`src/rtl/stun_pkg.sv`:
```
// ----------------------------------------------------------------------------
// STUN parser package
// Shared widths, codes, queue entry type and the magic cookie lookup.
// ----------------------------------------------------------------------------
package stun_pkg;

  localparam int MAX_PACKET_BYTES = 2048;
  // byte counter holds 0 .. MAX_PACKET_BYTES
  localparam int CNT_W            = $clog2(MAX_PACKET_BYTES + 1);
  localparam int HDR_BYTES        = 20;

  localparam int OFF_W            = 12;
  localparam int ULEN_W           = 11;

  localparam logic [7:0]  COLON_CHAR    = 8'h3A;
  localparam logic [15:0] A_USERNAME    = 16'h0006;
  localparam logic [15:0] A_INTEGRITY   = 16'h0008;
  localparam logic [15:0] A_PRIORITY    = 16'h0024;
  localparam logic [15:0] A_USE_CAND    = 16'h0025;
  localparam logic [15:0] A_FINGERPRINT = 16'h8028;
  localparam logic [15:0] A_CONTROLLED  = 16'h8029;
  localparam logic [15:0] A_CONTROLLING = 16'h802A;

  localparam logic [15:0] PRIO_LEN      = 16'd4;
  localparam logic [15:0] INTEG_LEN     = 16'd20;
  localparam logic [15:0] FPRINT_LEN    = 16'd4;

  localparam int Q_DEPTH = 4;
  localparam int Q_AW    = $clog2(Q_DEPTH);

  typedef enum logic [2:0] {
    ST_OK,
    ST_NOT_STUN,
    ST_LEN_FIELD,
    ST_PRIO_LEN,
    ST_INTEG_LEN,
    ST_FPRINT_LEN,
    ST_OVERRUN,
    ST_TOO_LONG
  } status_t;

  // one classified byte on its way from front to back
  typedef struct packed {
    logic [7:0]       data;
    logic             last;
    logic             too_long;
    logic [CNT_W-1:0] pos;
  } qent_t;

  typedef struct packed {
    logic full;
    logic empty;
  } q_stat_t;

  // magic cookie 0x2112A442, header bytes 4..7
  function automatic logic [7:0] cookie_byte(input logic [1:0] idx);
    logic [7:0] b;
    case (idx)
      2'd0:    b = 8'h21;
      2'd1:    b = 8'h12;
      2'd2:    b = 8'hA4;
      default: b = 8'h42;
    endcase
    return b;
  endfunction

endpackage

```
`src/rtl/stun_if.sv`:
```
// ----------------------------------------------------------------------------
// STUN parser channels
// Byte request channel and result request channel, valid/ready handshake.
// ----------------------------------------------------------------------------
interface stun_byte_if;
  logic       valid;
  logic       ready;
  logic [7:0] data_byte;
  logic       last_byte;

  modport source (output valid, output data_byte, output last_byte, input ready);
  modport sink   (input valid, input data_byte, input last_byte, output ready);
endinterface

interface stun_result_if;
  logic                        valid;
  logic                        ready;
  logic [2:0]                  status;
  logic [15:0]                 message_type;
  logic [31:0]                 txid_high;
  logic [63:0]                 txid_low;
  logic                        use_candidate;
  logic                        ice_controlled;
  logic                        ice_controlling;
  logic [stun_pkg::OFF_W-1:0]  username_offset;
  logic [stun_pkg::ULEN_W-1:0] username_length;
  logic                        colon_found;
  logic [stun_pkg::ULEN_W-1:0] colon_position;

  modport source (output valid, output status, output message_type, output txid_high,
                  output txid_low, output use_candidate, output ice_controlled,
                  output ice_controlling, output username_offset,
                  output username_length, output colon_found, output colon_position,
                  input ready);
  modport sink   (input valid, input status, input message_type, input txid_high,
                  input txid_low, input use_candidate, input ice_controlled,
                  input ice_controlling, input username_offset,
                  input username_length, input colon_found, input colon_position,
                  output ready);
endinterface

```
`src/rtl/stun_front.sv`:
```
// ----------------------------------------------------------------------------
// STUN parser front end
// Takes bytes, counts position in the packet and tags over-length bytes.
// ----------------------------------------------------------------------------
module stun_front (
  input  logic              clk,
  input  logic              rst_n,
  stun_byte_if.sink         in_if,
  input  stun_pkg::q_stat_t q_stat,
  output logic              push,
  output stun_pkg::qent_t   push_ent
);
  import stun_pkg::*;

  logic [CNT_W-1:0] cnt_r, cnt_nxt;
  logic             too_long;

  assign in_if.ready = !q_stat.full;
  assign push        = in_if.valid && in_if.ready;
  // counter sticks at the limit: every further byte is over-length
  assign too_long    = (cnt_r >= CNT_W'(MAX_PACKET_BYTES));

  assign push_ent.data     = in_if.data_byte;
  assign push_ent.last     = in_if.last_byte;
  assign push_ent.too_long = too_long;
  assign push_ent.pos      = cnt_r;

  always_comb begin
    cnt_nxt = cnt_r;
    if (push) begin
      if (in_if.last_byte) begin
        cnt_nxt = '0;
      end else if (!too_long) begin
        cnt_nxt = cnt_r + 1'b1;
      end
    end
  end

  always_ff @(posedge clk) begin
    if (!rst_n) begin
      cnt_r <= '0;
    end else begin
      cnt_r <= cnt_nxt;
    end
  end

endmodule

```
`src/rtl/stun_queue.sv`:
```
// ----------------------------------------------------------------------------
// STUN parser byte queue
// Short FIFO of classified bytes between front end and parse engine.
// ----------------------------------------------------------------------------
module stun_queue (
  input  logic              clk,
  input  logic              rst_n,
  input  logic              push,
  input  stun_pkg::qent_t   push_ent,
  input  logic              pop,
  output stun_pkg::qent_t   head,
  output stun_pkg::q_stat_t stat
);
  import stun_pkg::*;

  qent_t           mem_r [Q_DEPTH];
  logic [Q_AW-1:0] wr_ptr_r, rd_ptr_r;
  logic [Q_AW:0]   cnt_r;

  assign head       = mem_r[rd_ptr_r];
  assign stat.full  = (cnt_r == (Q_AW + 1)'(Q_DEPTH));
  assign stat.empty = (cnt_r == '0);

  always_ff @(posedge clk) begin
    if (push) begin
      mem_r[wr_ptr_r] <= push_ent;
    end
  end

  always_ff @(posedge clk) begin
    if (!rst_n) begin
      wr_ptr_r <= '0;
      rd_ptr_r <= '0;
      cnt_r    <= '0;
    end else begin
      if (push) begin
        wr_ptr_r <= (wr_ptr_r == Q_AW'(Q_DEPTH - 1)) ? '0 : wr_ptr_r + 1'b1;
      end
      if (pop) begin
        rd_ptr_r <= (rd_ptr_r == Q_AW'(Q_DEPTH - 1)) ? '0 : rd_ptr_r + 1'b1;
      end
      if (push && !pop) begin
        cnt_r <= cnt_r + 1'b1;
      end else if (pop && !push) begin
        cnt_r <= cnt_r - 1'b1;
      end
    end
  end

`ifndef SYNTHESIS
  a_no_push_full: assert property (@(posedge clk) disable iff (!rst_n)
    !(push && stat.full)) else $error("queue written while full");
  a_no_pop_empty: assert property (@(posedge clk) disable iff (!rst_n)
    !(pop && stat.empty)) else $error("queue read while empty");
  a_cnt_up: assert property (@(posedge clk) disable iff (!rst_n)
    (push && !pop) |=> (cnt_r == $past(cnt_r) + 1'b1)) else $error("queue count lost a push");
`endif

endmodule

```
`src/rtl/stun_back.sv`:
```
// ----------------------------------------------------------------------------
// STUN parser engine
// Walks header/attributes one byte a cycle unless stalled; holds result reg.
// ----------------------------------------------------------------------------
module stun_back (
  input  logic              clk,
  input  logic              rst_n,
  input  stun_pkg::qent_t   head,
  input  stun_pkg::q_stat_t q_stat,
  output logic              pop,
  stun_result_if.source     out_if
);
  import stun_pkg::*;

  typedef enum logic [1:0] {
    PH_HEADER,
    PH_ATTR_HDR,
    PH_VALUE,
    PH_PAD
  } phase_t;

  phase_t            phase_r, phase_nxt;
  logic [15:0]       type_r, type_nxt;
  logic [15:0]       hlen_r, hlen_nxt;
  logic [31:0]       txh_r, txh_nxt;
  logic [63:0]       txl_r, txl_nxt;
  logic [15:0]       atype_r, atype_nxt;
  logic [15:0]       arem_r, arem_nxt;
  logic [1:0]        pad_r, pad_nxt;
  logic [2:0]        flags_r, flags_nxt;
  status_t           err_r, err_nxt;
  logic [OFF_W-1:0]  uoff_r, uoff_nxt;
  logic [ULEN_W-1:0] ulen_r, ulen_nxt;
  logic              ucol_r, ucol_nxt;
  logic [ULEN_W-1:0] ucpos_r, ucpos_nxt;

  // result register
  logic              ov_r, ov_nxt;
  status_t           ost_r, ost_nxt;
  logic [15:0]       otype_r, otype_nxt;
  logic [31:0]       otxh_r, otxh_nxt;
  logic [63:0]       otxl_r, otxl_nxt;
  logic [2:0]        oflags_r, oflags_nxt;
  logic [OFF_W-1:0]  ouoff_r, ouoff_nxt;
  logic [ULEN_W-1:0] oulen_r, oulen_nxt;
  logic              oucol_r, oucol_nxt;
  logic [ULEN_W-1:0] oucpos_r, oucpos_nxt;

  logic out_free;

  assign out_free = !ov_r || out_if.ready;
  // a final byte waits until the result slot is free
  assign pop      = !q_stat.empty && (!head.last || out_free);

  always_comb begin
    logic [CNT_W-1:0] pos;
    logic [CNT_W-1:0] fin;
    logic [7:0]       b;
    logic [15:0]      len;
    status_t          st;

    pos = head.pos;
    b   = head.data;
    len = {arem_r[7:0], b};
    fin = pos + 1'b1;
    st  = ST_OK;

    phase_nxt = phase_r;
    type_nxt  = type_r;
    hlen_nxt  = hlen_r;
    txh_nxt   = txh_r;
    txl_nxt   = txl_r;
    atype_nxt = atype_r;
    arem_nxt  = arem_r;
    pad_nxt   = pad_r;
    flags_nxt = flags_r;
    err_nxt   = err_r;
    uoff_nxt  = uoff_r;
    ulen_nxt  = ulen_r;
    ucol_nxt  = ucol_r;
    ucpos_nxt = ucpos_r;

    ov_nxt     = ov_r && !out_if.ready;
    ost_nxt    = ost_r;
    otype_nxt  = otype_r;
    otxh_nxt   = otxh_r;
    otxl_nxt   = otxl_r;
    oflags_nxt = oflags_r;
    ouoff_nxt  = ouoff_r;
    oulen_nxt  = oulen_r;
    oucol_nxt  = oucol_r;
    oucpos_nxt = oucpos_r;

    if (pop && !head.too_long) begin
      if (pos < CNT_W'(HDR_BYTES)) begin
        if (pos == '0 && b[7:6] != 2'b00 && err_r == ST_OK) begin
          err_nxt = ST_NOT_STUN;
        end
        if (pos < CNT_W'(2)) begin
          type_nxt = {type_r[7:0], b};
        end else if (pos < CNT_W'(4)) begin
          hlen_nxt = {hlen_r[7:0], b};
        end else if (pos < CNT_W'(8)) begin
          if (b != cookie_byte(pos[1:0]) && err_r == ST_OK) begin
            err_nxt = ST_NOT_STUN;
          end
        end else if (pos < CNT_W'(12)) begin
          txh_nxt = {txh_r[23:0], b};
        end else begin
          txl_nxt = {txl_r[55:0], b};
        end
        if (pos == CNT_W'(HDR_BYTES - 1)) begin
          phase_nxt = PH_ATTR_HDR;
        end
      end else begin
        unique case (phase_r)
          PH_ATTR_HDR: begin
            if (!pos[1]) begin
              atype_nxt = {atype_r[7:0], b};
            end else begin
              arem_nxt = len;
              if (pos[0]) begin
                // attribute header complete: judge it
                case (atype_r)
                  A_USERNAME: begin
                    uoff_nxt  = OFF_W'(fin);
                    ulen_nxt  = len[ULEN_W-1:0];
                    ucol_nxt  = 1'b0;
                    ucpos_nxt = '0;
                  end
                  A_PRIORITY: begin
                    if (len != PRIO_LEN && err_r == ST_OK) err_nxt = ST_PRIO_LEN;
                  end
                  A_INTEGRITY: begin
                    if (len != INTEG_LEN && err_r == ST_OK) err_nxt = ST_INTEG_LEN;
                  end
                  A_FINGERPRINT: begin
                    if (len != FPRINT_LEN && err_r == ST_OK) err_nxt = ST_FPRINT_LEN;
                  end
                  A_USE_CAND:    flags_nxt = flags_r | 3'b001;
                  A_CONTROLLED:  flags_nxt = flags_r | 3'b010;
                  A_CONTROLLING: flags_nxt = flags_r | 3'b100;
                  default: ;
                endcase
                pad_nxt   = 2'd0 - len[1:0];
                phase_nxt = (len != '0) ? PH_VALUE : PH_ATTR_HDR;
              end
            end
          end
          PH_VALUE: begin
            if (atype_r == A_USERNAME && !ucol_r && b == COLON_CHAR) begin
              ucol_nxt  = 1'b1;
              ucpos_nxt = ULEN_W'(pos - CNT_W'(uoff_r));
            end
            arem_nxt = arem_r - 1'b1;
            if (arem_nxt == '0) begin
              phase_nxt = (pad_r != 2'd0) ? PH_PAD : PH_ATTR_HDR;
            end
          end
          PH_PAD: begin
            pad_nxt = pad_r - 1'b1;
            if (pad_nxt == 2'd0) begin
              phase_nxt = PH_ATTR_HDR;
            end
          end
          default: ;
        endcase
      end
    end

    if (pop && head.last) begin
      if (head.too_long) begin
        st = ST_TOO_LONG;
      end else if (fin < CNT_W'(HDR_BYTES) || err_nxt == ST_NOT_STUN) begin
        st = ST_NOT_STUN;
      end else if (hlen_nxt != 16'(fin - CNT_W'(HDR_BYTES)) || hlen_nxt[1:0] != 2'b00) begin
        st = ST_LEN_FIELD;
      end else if (err_nxt != ST_OK) begin
        st = err_nxt;
      end else if (phase_nxt != PH_ATTR_HDR || fin[1:0] != 2'b00) begin
        st = ST_OVERRUN;
      end
      ov_nxt     = 1'b1;
      ost_nxt    = st;
      otype_nxt  = type_nxt;
      otxh_nxt   = txh_nxt;
      otxl_nxt   = txl_nxt;
      oflags_nxt = flags_nxt;
      ouoff_nxt  = uoff_nxt;
      oulen_nxt  = ulen_nxt;
      oucol_nxt  = ucol_nxt;
      oucpos_nxt = ucpos_nxt;
      // fresh state for the next packet
      phase_nxt = PH_HEADER;
      type_nxt  = '0;
      hlen_nxt  = '0;
      txh_nxt   = '0;
      txl_nxt   = '0;
      atype_nxt = '0;
      arem_nxt  = '0;
      pad_nxt   = '0;
      flags_nxt = '0;
      err_nxt   = ST_OK;
      uoff_nxt  = '0;
      ulen_nxt  = '0;
      ucol_nxt  = 1'b0;
      ucpos_nxt = '0;
    end
  end

  always_ff @(posedge clk) begin
    if (!rst_n) begin
      phase_r  <= PH_HEADER;
      type_r   <= '0;
      hlen_r   <= '0;
      txh_r    <= '0;
      txl_r    <= '0;
      atype_r  <= '0;
      arem_r   <= '0;
      pad_r    <= '0;
      flags_r  <= '0;
      err_r    <= ST_OK;
      uoff_r   <= '0;
      ulen_r   <= '0;
      ucol_r   <= 1'b0;
      ucpos_r  <= '0;
      ov_r     <= 1'b0;
      ost_r    <= ST_OK;
      otype_r  <= '0;
      otxh_r   <= '0;
      otxl_r   <= '0;
      oflags_r <= '0;
      ouoff_r  <= '0;
      oulen_r  <= '0;
      oucol_r  <= 1'b0;
      oucpos_r <= '0;
    end else begin
      phase_r  <= phase_nxt;
      type_r   <= type_nxt;
      hlen_r   <= hlen_nxt;
      txh_r    <= txh_nxt;
      txl_r    <= txl_nxt;
      atype_r  <= atype_nxt;
      arem_r   <= arem_nxt;
      pad_r    <= pad_nxt;
      flags_r  <= flags_nxt;
      err_r    <= err_nxt;
      uoff_r   <= uoff_nxt;
      ulen_r   <= ulen_nxt;
      ucol_r   <= ucol_nxt;
      ucpos_r  <= ucpos_nxt;
      ov_r     <= ov_nxt;
      ost_r    <= ost_nxt;
      otype_r  <= otype_nxt;
      otxh_r   <= otxh_nxt;
      otxl_r   <= otxl_nxt;
      oflags_r <= oflags_nxt;
      ouoff_r  <= ouoff_nxt;
      oulen_r  <= oulen_nxt;
      oucol_r  <= oucol_nxt;
      oucpos_r <= oucpos_nxt;
    end
  end

  assign out_if.valid           = ov_r;
  assign out_if.status          = ost_r;
  assign out_if.message_type    = otype_r;
  assign out_if.txid_high       = otxh_r;
  assign out_if.txid_low        = otxl_r;
  assign out_if.use_candidate   = oflags_r[0];
  assign out_if.ice_controlled  = oflags_r[1];
  assign out_if.ice_controlling = oflags_r[2];
  assign out_if.username_offset = ouoff_r;
  assign out_if.username_length = oulen_r;
  assign out_if.colon_found     = oucol_r;
  assign out_if.colon_position  = oucpos_r;

`ifndef SYNTHESIS
  a_result_on_last: assert property (@(posedge clk) disable iff (!rst_n)
    (pop && head.last) |=> ov_r) else $error("final byte gave no result");
  a_clear_on_last: assert property (@(posedge clk) disable iff (!rst_n)
    (pop && head.last) |=> (phase_r == PH_HEADER && err_r == ST_OK && flags_r == '0))
    else $error("parse state not cleared after packet");
`endif

endmodule

```
`src/rtl/stun_message_parser.sv`:
```
// ----------------------------------------------------------------------------
// STUN message parser
// Byte-wide STUN header and attribute checker with one result per packet.
// ----------------------------------------------------------------------------
//  channel  dir  handshake      payload
//  in_if    in   valid/ready    data_byte[7:0], last_byte
//  out_if   out  valid/ready    status, message_type, txid_high/low, ICE flags,
//                               username_offset/length, colon_found/position
//
//  Sustained rate is one byte per cycle while results are taken; the engine
//  updates its state once per byte and the queue counter bounds nothing below that.
//  With an empty queue, a final byte is written into the queue and then
//  sets the result register, from which out_if.valid is driven.
//  Reset: rst_n synchronous, active low; no clearing pass, ready after reset.
//  Stalls: a final byte is held at the queue head while the result register
//  is full; up to three further bytes are still taken before in_if.ready drops.
// ----------------------------------------------------------------------------
module stun_message_parser (
  input  logic          clk,
  input  logic          rst_n,
  stun_byte_if.sink     in_if,
  stun_result_if.source out_if
);
  import stun_pkg::*;

  // front end -> queue
  logic    push;
  qent_t   push_ent;
  // queue -> engine
  logic    pop;
  qent_t   head;
  q_stat_t q_stat;

  // counts bytes, marks those past the size limit
  stun_front u_front (
    .clk      (clk),
    .rst_n    (rst_n),
    .in_if    (in_if),
    .q_stat   (q_stat),
    .push     (push),
    .push_ent (push_ent)
  );

  // decouples byte intake from result back-pressure
  stun_queue u_queue (
    .clk      (clk),
    .rst_n    (rst_n),
    .push     (push),
    .push_ent (push_ent),
    .pop      (pop),
    .head     (head),
    .stat     (q_stat)
  );

  // header/attribute walk and result register
  stun_back u_back (
    .clk    (clk),
    .rst_n  (rst_n),
    .head   (head),
    .q_stat (q_stat),
    .pop    (pop),
    .out_if (out_if)
  );

endmodule
```
`src/flat_wrapper.sv`:
```
// flat-port wrapper written by rule: the top's interface ports become plain ports
module stun_message_parser_flat import stun_pkg::*;
  (clk, rst_n, in_if_valid, in_if_data_byte, in_if_last_byte, in_if_ready, out_if_valid, out_if_status, out_if_message_type, out_if_txid_high, out_if_txid_low, out_if_use_candidate, out_if_ice_controlled, out_if_ice_controlling, out_if_username_offset, out_if_username_length, out_if_colon_found, out_if_colon_position, out_if_ready);
  stun_byte_if in_if_i ();
  stun_result_if out_if_i ();
  input  logic clk;
  input  logic rst_n;
  input wire logic [$bits(in_if_i.valid)-1:0] in_if_valid;
  input wire logic [$bits(in_if_i.data_byte)-1:0] in_if_data_byte;
  input wire logic [$bits(in_if_i.last_byte)-1:0] in_if_last_byte;
  output wire logic [$bits(in_if_i.ready)-1:0] in_if_ready;
  output wire logic [$bits(out_if_i.valid)-1:0] out_if_valid;
  output wire logic [$bits(out_if_i.status)-1:0] out_if_status;
  output wire logic [$bits(out_if_i.message_type)-1:0] out_if_message_type;
  output wire logic [$bits(out_if_i.txid_high)-1:0] out_if_txid_high;
  output wire logic [$bits(out_if_i.txid_low)-1:0] out_if_txid_low;
  output wire logic [$bits(out_if_i.use_candidate)-1:0] out_if_use_candidate;
  output wire logic [$bits(out_if_i.ice_controlled)-1:0] out_if_ice_controlled;
  output wire logic [$bits(out_if_i.ice_controlling)-1:0] out_if_ice_controlling;
  output wire logic [$bits(out_if_i.username_offset)-1:0] out_if_username_offset;
  output wire logic [$bits(out_if_i.username_length)-1:0] out_if_username_length;
  output wire logic [$bits(out_if_i.colon_found)-1:0] out_if_colon_found;
  output wire logic [$bits(out_if_i.colon_position)-1:0] out_if_colon_position;
  input wire logic [$bits(out_if_i.ready)-1:0] out_if_ready;
  assign in_if_i.valid = in_if_valid;
  assign in_if_i.data_byte = in_if_data_byte;
  assign in_if_i.last_byte = in_if_last_byte;
  assign in_if_ready = in_if_i.ready;
  assign out_if_valid = out_if_i.valid;
  assign out_if_status = out_if_i.status;
  assign out_if_message_type = out_if_i.message_type;
  assign out_if_txid_high = out_if_i.txid_high;
  assign out_if_txid_low = out_if_i.txid_low;
  assign out_if_use_candidate = out_if_i.use_candidate;
  assign out_if_ice_controlled = out_if_i.ice_controlled;
  assign out_if_ice_controlling = out_if_i.ice_controlling;
  assign out_if_username_offset = out_if_i.username_offset;
  assign out_if_username_length = out_if_i.username_length;
  assign out_if_colon_found = out_if_i.colon_found;
  assign out_if_colon_position = out_if_i.colon_position;
  assign out_if_i.ready = out_if_ready;
  stun_message_parser u_core (.clk(clk), .rst_n(rst_n), .in_if(in_if_i), .out_if(out_if_i));
endmodule
```
`config.mk`:
```
export PLATFORM = sky130hd
export DESIGN_NAME = stun_message_parser_flat
export DESIGN_NICKNAME = d
export VERILOG_FILES = /design/src/rtl/stun_pkg.sv /design/src/rtl/stun_if.sv /design/src/rtl/stun_front.sv /design/src/rtl/stun_queue.sv /design/src/rtl/stun_back.sv /design/src/rtl/stun_message_parser.sv /design/src/flat_wrapper.sv
export SDC_FILE = /design/constraint.sdc
export NUM_CORES = 1
export LEC_CHECK = 0
export BUFFER_PORTS_ARGS = -buffer_cell sky130_fd_sc_hd__buf_2
export CAP_MARGIN = 0
export CORE_ASPECT_RATIO = 2
export CORE_MARGIN = 5
export CORE_UTILIZATION = 25
export DETAILED_ROUTE_END_ITERATION = 16
export PLACE_DENSITY = 0.43
export RECOVER_POWER = 100
export SYNTH_ARGS = -nofsm -noshare
export SYNTH_HDL_FRONTEND = slang
export SYNTH_HIERARCHICAL = 1
export SYNTH_SLANG_ARGS = --single-unit
```
`constraint.sdc`:
```
create_clock -name clk -period 5.75 [get_ports clk]
set_input_delay 0.575 -clock clk [delete_from_list [all_inputs] [get_ports clk]]
set_output_delay 0.575 -clock clk [all_outputs]
set_load 0.005 [all_outputs]
```
==> results by group, run 1 <==
Setup path
  • Critical path capture point type: flop
  • Crit-path cells: buf_4, mux4_2, nor4_1, nand3_1, nand2b_1, nor3_2, clkbuf_1, o21ai_0, o21ai_0, and2_0
  • CP peak stage delay: 0.93 ns
  • Largest fanout on the critical path: 29
  • Most numerous cell on the critical path: sky130_fd_sc_hd__o21ai_0
  • Crit path max-delay cell type: sky130_fd_sc_hd__nor4_1
  • Crit Path Class: reg -> reg
  • Type of element launching the critical path: flop
  • Arrival time at the worst endpoint: about 5.6 ns
  • Top delay family on crit path: simple AND/OR/NAND/NOR gates
  • Buffering stage count on the worst path with inverters included: 2
  • Required time of the critical path: 6.24 ns

Pwr
  • Portion of total power attributed to combinational logic: 0.353
  • Power per standard cell area: 504 mW/mm^2
  • Highest ir drop seen on vdd: about 0.39 mV
  • Leakage power total: 7.46 nW
  • Sequential fraction of design power: 0.374
  • Clock power frac: 0.273
  • Internal cell power: 7.01 mW
  • Switching power share of the total: 0.380
  • Power spent charging and discharging nets: 4.29 mW

Global route
  • Largest net degree at the start of global routing: 171
  • Vias in the first global route: 14,500
  • Global Route Usage Sum: 0.139
  • Global-route wire length before repair: 91,500 um
  • Remaining global-route overflow: 0
  • Initial antenna violation count: 6

Floorplanning
  • Starting Density: 0.252
  • Full die area: 0.0837 mm^2
  • Die Y-Extent: 404 um
  • Die Width: around 210 um
  • Top-Level Pins: 168
  • Number of placement rows: 144
  • Std-Cell Core Area: 0.0771 mm^2

Clock network
  • Cts bufs inserted: 44
  • H-tree depth: 2
  • Clock root buffer: sky130_fd_sc_hd__clkbuf_16
  • Hold bufs inserted after CTS: 0
  • Post-CTS setup buffer count: 0
  • Clock tree buffer depth: 3
  • Post-CTS resize count: 0
  • Clock insertion delay at the later pin of the skew report: 0.59 ns
  • Clock tree from TritonCTS: done
  • Reg clk slew, reported paths: roughly 0.07 ns
  • Sinks on Clock Net: 468

Timing
  • Least-Margin Pin Slew: 2.09 ns
  • Final number of hold-violating endpoints: 0
  • Final Critical Period: 5.08 ns
  • Slew margin rel.: -0.394
  • Number of max-slew violations in the final report: 113
  • Final sum of negative setup slack: 0 ns
  • Setup repair after global routing missed its margin: false
  • Achievable frequency: a little under 200 MHz
  • Portion of the clock cycle consumed by the worst path in the final layout: 0.883
  • Setup violations, final: 0
  • Worst clock skew: 0.0285 ns

Detailed routing
  • DRT iter0 DRCs: between 700 and 800
  • Number of vias per cell: between 4 and 5
  • DRC viols: 0
  • Overall via count from detail_route: 14,500
  • Number of antenna-violating nets in the routed design: 0
  • Routed wire length: about 60,000 um
  • Number of iterations in the first detailed-routing pass: 5
  • Detailed-route wire length per cell: 19.7 um

Place
  • HPWL after DPL: around 44,000 um
  • DP Cell Count: 3,001
  • Placer Congestion: 0.869
  • Total of buffers placed on input and output ports: 167
  • Dpl cell area: 0.0212 mm^2

Run status
  • Violated checks: capacitance limit, slew limit
  • Outcome: complete, but fails checks

Logic synthesis
  • Net count of the mapped netlist: 1,977
  • Area share of the largest cell type after synthesis: 0.392
  • Seq cells post-synth: approximately 470
  • Mapped Cells: 1,927
  • Synthesized area divided by synthesized cell count: 10.1 um^2
  • Async set or reset register ratio after synthesis: 0
  • Cells taking the most area after synthesis: sky130_fd_sc_hd__dfxtp_1 39%, sky130_fd_sc_hd__edfxtp_1 14%, sky130_fd_sc_hd__mux2i_1 6.8%
  • Library cells used by synthesis: 83
  • Cell taking the most area after synthesis: sky130_fd_sc_hd__dfxtp_1
  • Netlist area before placement: 0.0194 mm^2
  • Sequential share of the synthesized area: 0.528
  • Post-synth top flop: sky130_fd_sc_hd__dfxtp_1
  • Most frequent cell after synthesis: sky130_fd_sc_hd__dfxtp_1
  • EDFF count, synth: between 80 and 90
  • Top cells by instance count after synthesis: 380 x sky130_fd_sc_hd__dfxtp_1, 340 x sky130_fd_sc_hd__nor2_1, 152 x sky130_fd_sc_hd__a211oi_1
  • Total number of yosys warnings: 6

Finish
  • Final nets: ~2,100
  • Layout overhead on the synthesized area: 15.6%
  • Multi-input gate area: approximately 0.0083 mm^2
  • Final design instance area without fill: 0.0224 mm^2
  • Number of cells in the finished layout apart from fillers: roughly 3,100
  • Fill cell count: 8,253
  • Share of post-route cells with drive strength above 1: 0.0773
  • Register area: approximately 0.010 mm^2

Job
  • Max_cap viols: 3

Min path
  • Worst min-delay path class: in -> reg
## registers in the layout (all words and copies together) (netlist names), 16 cells and up, named ones only
| name | count |
|---|---|
| u_core/u_queue/mem_r | 88 |
| u_core/u_back/out_if.txid_low | 64 |
| u_core/u_back/txl_r | 64 |
| u_core/u_back/out_if.txid_high | 32 |
| u_core/u_back/txh_r | 32 |
| u_core/u_back/arem_r | 16 |
| u_core/u_back/atype_r | 16 |
| u_core/u_back/hlen_r | 16 |
| u_core/u_back/out_if.message_type | 16 |
| u_core/u_back/type_r | 16 |
## metal layers
layer  vias up  track usage  wire (um)
met4         6       0.0489       2100
met5         -            0         34
met1      6985        0.152      23400
li1       7084            -          -
met3        94       0.0240       2570
met2       353        0.268      32600
## cell type report
cell class,count,area share
Sequential cell,468,0.457
Multi-Input combinational cell,1270,0.372
Tap cell,1022,0.0570
Clock buffer,57,0.0549
Timing Repair Buffer,197,0.0392
Clock inverter,21,0.0123
Inverter,44,0.00747
Antenna cell,2,0.000223
## cells in the final DEF, fill, tap and decap left out, drive strengths merged, types with 6 or more instances in the layout
cell type,instances
a21oi,77
o32ai,6
o22ai,7
or3,14
a31oi,6
and2,18
inv,46
clkinv,13
o21ai,47
o211ai,8
nand2b,14
nand3b,10
xnor2,17
nor2,340
edfxtp,88
and3,7
nor4,22
a21o,6
nor3,24
or4,7
nand4,21
xor2,17
nand2,116
clkbuf,214
buf,40
nor2b,19
dfxtp,380
a22oi,17
mux2i,133
a211oi,152
nand3,28
ha,35
nor3b,11
mux4,22
## worst reg2reg max path: cells and delay by family (launching register included)
kind / cells / cell delay, ns
and+or+nand+nor: 5 / 1.85
AOI/OAI and AO/OA: 2 / 0.87
muxes: 1 / 0.68
DFF: 1 / 0.54
buffers and inverters: 2 / 1.04
## per-stage QoR
stage	setup slack [ns]	hold WS, ns	total power, mW	utilization
final	0.671	0.274	11.3	0.291
after floorplan	1.72	0.428	6.84	-
after global placement	1.02	0.448	8.43	0.275
after detailed placement	0.941	0.448	8.46	0.275
after CTS	0.935	0.196	11.6	0.294
after global routing	0.370	0.277	12.0	0.291
## power by group through the flow
| stage | Sequential (mW) | Clock (mW) | Combinational (mW) |
|---|---|---|---|
| after floorplan | 4.26 | 0 | 2.59 |
| after global placement | 4.28 | 0 | 4.16 |
| after detailed placement | 4.29 | 0 | 4.17 |
| after CTS | 4.22 | 3.20 | 4.19 |
| after global routing | 4.29 | 3.31 | 4.39 |
| final | 4.22 | 3.08 | 3.99 |
## logic make-up after synthesis
| group | synth area share |
|---|---|
| AOI/OAI and AO/OA | 0.128 |
| xor gates and xnor gates | 0.0189 |
| adders and majority gates | 0.0246 |
| buffers and inverters | 0.0412 |
| DFF | 0.528 |
| muxes | 0.0960 |
| and+or+nand+nor | 0.163 |
## path summary, 6_finish.rpt
kind	startpoint	to	slack (ns)	cells after the start
worst max-delay path	flop	u_core/u_back/out_if.username_offset[6]	0.67	10
worst min-delay path	in_if_data_byte[7]	u_core/u_queue/mem_r[3][21]	0.27	1
worst max register to register	flop	u_core/u_back/out_if.username_offset[6]	0.67	10
worst min register to register	u_core/u_back/atype_r[9]	u_core/u_back/atype_r[9]	0.45	2
Note: power is estimated with default switching activity, not from simulation.
==> run 2: changes to the inputs <==
SYNTH_HIERARCHICAL = unset   (was 1)
==> run 2 against run 1 <==
The flow still finishes with violations (capacitance limit, slew limit); fmax rose by 0.24%; sequential power rose by 1%; global-route usage rose by 0.24 points; clock power fell by 2%; total power barely moved; combinational power barely moved; critical path depth rose by 1; die area fell by 0.90%; final area fell by 0.46%; synthesized cell count rose by 0.47%; critical path type unchanged; highest routed layer unchanged.
==> results by group, run 2 <==
Detailed routing
  • Overall via count from detail_route: 14,600 (+0.36%)
  • Number of vias per cell: 4.71 (-0.12%)
  • Detailed-route wire length per cell: 19.6 um (-0.74%)
  • Routed wire length: 60,500 um (-0.26%)
  • DRC viols: 0 (unchanged)
  • Number of iterations in the first detailed-routing pass: 5 (unchanged)
  • Number of antenna-violating nets in the routed design: 0 (unchanged)
  • DRT iter0 DRCs: 737 (-0.54%)

Setup path
  • Largest fanout on the critical path: 15 (-48%)
  • Arrival time at the worst endpoint: 5.57 ns (about the same)
  • Crit Path Class: reg -> reg
  • Required time of the critical path: 6.25 ns (about the same)
  • Critical path capture point type: flop
  • Type of element launching the critical path: flop

Finish
  • Share of post-route cells with drive strength above 1: 0.0757 (-0.00160)
  • Largest register FFs: 88 (unchanged)
  • Antenna cells: 0 (-2)
  • Most frequent cells in the layout: 400 x sky130_fd_sc_hd__nor2_1, 380 x sky130_fd_sc_hd__dfxtp_1, 157 x sky130_fd_sc_hd__clkbuf_1
  • Largest reg by FF count: u_core.u_queue.mem_r
  • Layout overhead on the synthesized area: 16.1%
  • Most common library cell in the layout ignoring fill and taps: sky130_fd_sc_hd__nor2_1
  • Number of cells in the finished layout apart from fillers: 3,096 (+0.49%)
  • Final nets: 2,090 (+0.72%)

Floorplanning
  • Number of placement rows: 144 (unchanged)
  • Full die area: 0.0829 mm^2 (-0.90%)
  • Top-Level Pins: 168 (unchanged)
  • Std-Cell Core Area: 0.0768 mm^2 (-0.47%)
  • Die Y-Extent: 402 um (-0.46%)
  • Die Width: 206 um (-0.45%)
  • Starting Density: 0.251 (-0.00118)

Pwr
  • Clock power frac: 0.267 (-0.006)
  • Portion of total power attributed to combinational logic: 0.354 (about the same)
  • Highest ir drop seen on vdd: 0.247 mV (-36%)
  • Sequential fraction of design power: 0.379 (+0.005)
  • Leakage power total: 8.16 nW (+9.4%)
  • Power per standard cell area: 506 mW/mm^2 (+0.39%)
  • Power spent charging and discharging nets: 4.36 mW (+1.5%)
  • Internal cell power: 6.94 mW (-1.0%)
  • Switching power share of the total: 0.386 (+0.00599)

Timing
  • Portion of the clock cycle consumed by the worst path in the final layout: 0.881 (-0.00210)
  • Worst clock skew: 0.0324 ns (+0.00397 ns)
  • Achievable frequency: 197 MHz (+0.24%)
  • Final sum of negative setup slack: 0 ns (unchanged)
  • Number of max-slew violations in the final report: 88 (-22%)
  • Least-Margin Pin Slew: 1.95 ns (-0.141 ns)
  • Slew margin rel.: -0.303 (+0.0908)
  • Final Critical Period: 5.07 ns (-0.0121 ns)
  • Final number of hold-violating endpoints: 0 (unchanged)
  • Setup violations, final: 0 (unchanged)
  • Setup repair after global routing missed its margin: false

Logic synthesis
  • Cells taking the most area after synthesis: sky130_fd_sc_hd__dfxtp_1 40%, sky130_fd_sc_hd__edfxtp_1 14%, sky130_fd_sc_hd__nor2_1 7.8%
  • Async set or reset register ratio after synthesis: 0 (unchanged)
  • Mapped Cells: 1,936 (+0.47%)
  • Synthesized area divided by synthesized cell count: 9.93 um^2 (-1.4%)
  • Cell taking the most area after synthesis: sky130_fd_sc_hd__dfxtp_1
  • Total number of yosys warnings: 0 (-6)
  • Most frequent cell after synthesis: sky130_fd_sc_hd__nor2_1
  • Library cells used by synthesis: 75 (-9.6%)
  • Sequential share of the synthesized area: 0.533 (+0.00498)
  • Area share of the largest cell type after synthesis: 0.396 (+0.00370)
  • EDFF count, synth: 88 (unchanged)
  • Netlist area before placement: 0.0192 mm^2 (-0.93%)
  • Top cells by instance count after synthesis: 400 x sky130_fd_sc_hd__nor2_1, 380 x sky130_fd_sc_hd__dfxtp_1, 146 x sky130_fd_sc_hd__a211oi_1
  • Post-synth top flop: sky130_fd_sc_hd__dfxtp_1
  • Seq cells post-synth: 468 (unchanged)
  • Net count of the mapped netlist: 1,985 (+0.40%)

Global route
  • Global Route Usage Sum: 0.142 (+0.00243)
  • Vias in the first global route: 14,400 (-0.76%)
  • Global-route wire length before repair: 90,400 um (-1.2%)
  • Largest net degree at the start of global routing: 95 (-44%)
  • Remaining global-route overflow: 0 (unchanged)
  • Initial antenna violation count: 1 (-5)

Clock network
  • Sinks on Clock Net: 468 (unchanged)
  • Clock insertion delay at the later pin of the skew report: 0.59 ns (about the same)
  • Hold bufs inserted after CTS: 0 (unchanged)
  • Post-CTS setup buffer count: 0 (unchanged)
  • Post-CTS resize count: 0 (unchanged)
  • Clock root buffer: sky130_fd_sc_hd__clkbuf_16
  • H-tree depth: 2 (unchanged)
  • Clock tree from TritonCTS: done
  • Cts bufs inserted: 45 (+2.3%)
  • Reg clk slew, reported paths: 0.07 ns (about the same)
  • Clock tree buffer depth: 3 (unchanged)

Run status
  • Violated checks: capacitance limit, slew limit
  • Outcome: complete, but fails checks

Place
  • DP Cell Count: 3,016 (+0.50%)
  • Total of buffers placed on input and output ports: 167 (unchanged)
  • HPWL after DPL: 43,900 um (-0.18%)
  • Placer Congestion: 0.920 (+5.9%)

Min path
  • Worst min-delay path class: in -> reg

Job
  • Max_cap viols: 4 (+1)
-- run 2: metrics by stage --
stage	total power [mW]	setup WS, ns	hold WS, ns	utilization	area [um^2]
floorplan	6.82	1.98	0.424	-	19200
CTS	11.6	1.03	0.187	0.294	22600
global placement	8.52	1.14	0.445	0.275	21100
global route	12.0	0.454	0.269	0.291	22300
finish	11.3	0.683	0.267	0.291	22300
detailed placement	8.56	1.07	0.447	0.275	21100
-- run 2: layout make-up --
| class | instances | area [um^2] |
|---|---|---|
| Sequential cell | 468 | 10200 |
| Clock buffer | 58 | 1220 |
| Tap cell | 1022 | 1280 |
| Inverter | 48 | 183 |
| Fill cell | 8222 | 54400 |
| Timing Repair Buffer | 191 | 872 |
| Multi-Input combinational cell | 1287 | 8270 |
| Clock inverter | 22 | 254 |
-- run 2: logic make-up after synthesis --
kind of cell,Yosys count,share of synthesized area
DFF,468,0.533
AOI/OAI and AO/OA,362,0.127
muxes,169,0.102
xor gates and xnor gates,41,0.0194
buffers and inverters,181,0.0368
adders and majority gates,36,0.0242
and+or+nand+nor,679,0.158
-- run 2: worst paths after layout --
kind                            startpoint                        endpoint  slack, ns  depth (start not counted)
setup / recovery                      flop  u_core.u_back.out_if.status[2]       0.68                         11
hold / removal          in_if_data_byte[6]     u_core.u_queue.mem_r[1][20]       0.27                          1
setup reg to reg                      flop  u_core.u_back.out_if.status[2]       0.68                         11
hold reg to reg   u_core.u_back.flags_r[1]        u_core.u_back.flags_r[1]       0.46                          2
-- run 2: power groups by stage --
stage               clock network, mW  logic (mW)  registers, mW
floorplan                           0        2.54           4.28
finish                           3.02        4.00           4.28
global placement                    0        4.17           4.35
detailed placement                  0        4.21           4.35
CTS                              3.13        4.22           4.28
global route                     3.25        4.44           4.36
-- run 2: per-layer routing --
layer	track usage	part of all wire	up-vias
li1	-	-	7098
met3	0.0230	0.047	119
met4	0.0642	0.048	2
met1	0.148	0.37	7016
met5	0	0.00012	-
met2	0.271	0.54	340
-- run 2: worst max-delay path: stages, from the launching register on --
cell and delay [ns]:
sky130_fd_sc_hd__dfxtp_1 0.72, sky130_fd_sc_hd__buf_4 0.35, sky130_fd_sc_hd__mux4_2 0.54, sky130_fd_sc_hd__or4b_4 0.60, sky130_fd_sc_hd__nor4_1 1.02, sky130_fd_sc_hd__a21boi_2 0.15
sky130_fd_sc_hd__or3_1 0.38, sky130_fd_sc_hd__a221oi_1 0.35, sky130_fd_sc_hd__nand4_1 0.25, sky130_fd_sc_hd__a2111oi_4 0.31, sky130_fd_sc_hd__o2111ai_1 0.16, sky130_fd_sc_hd__o21ai_1 0.10
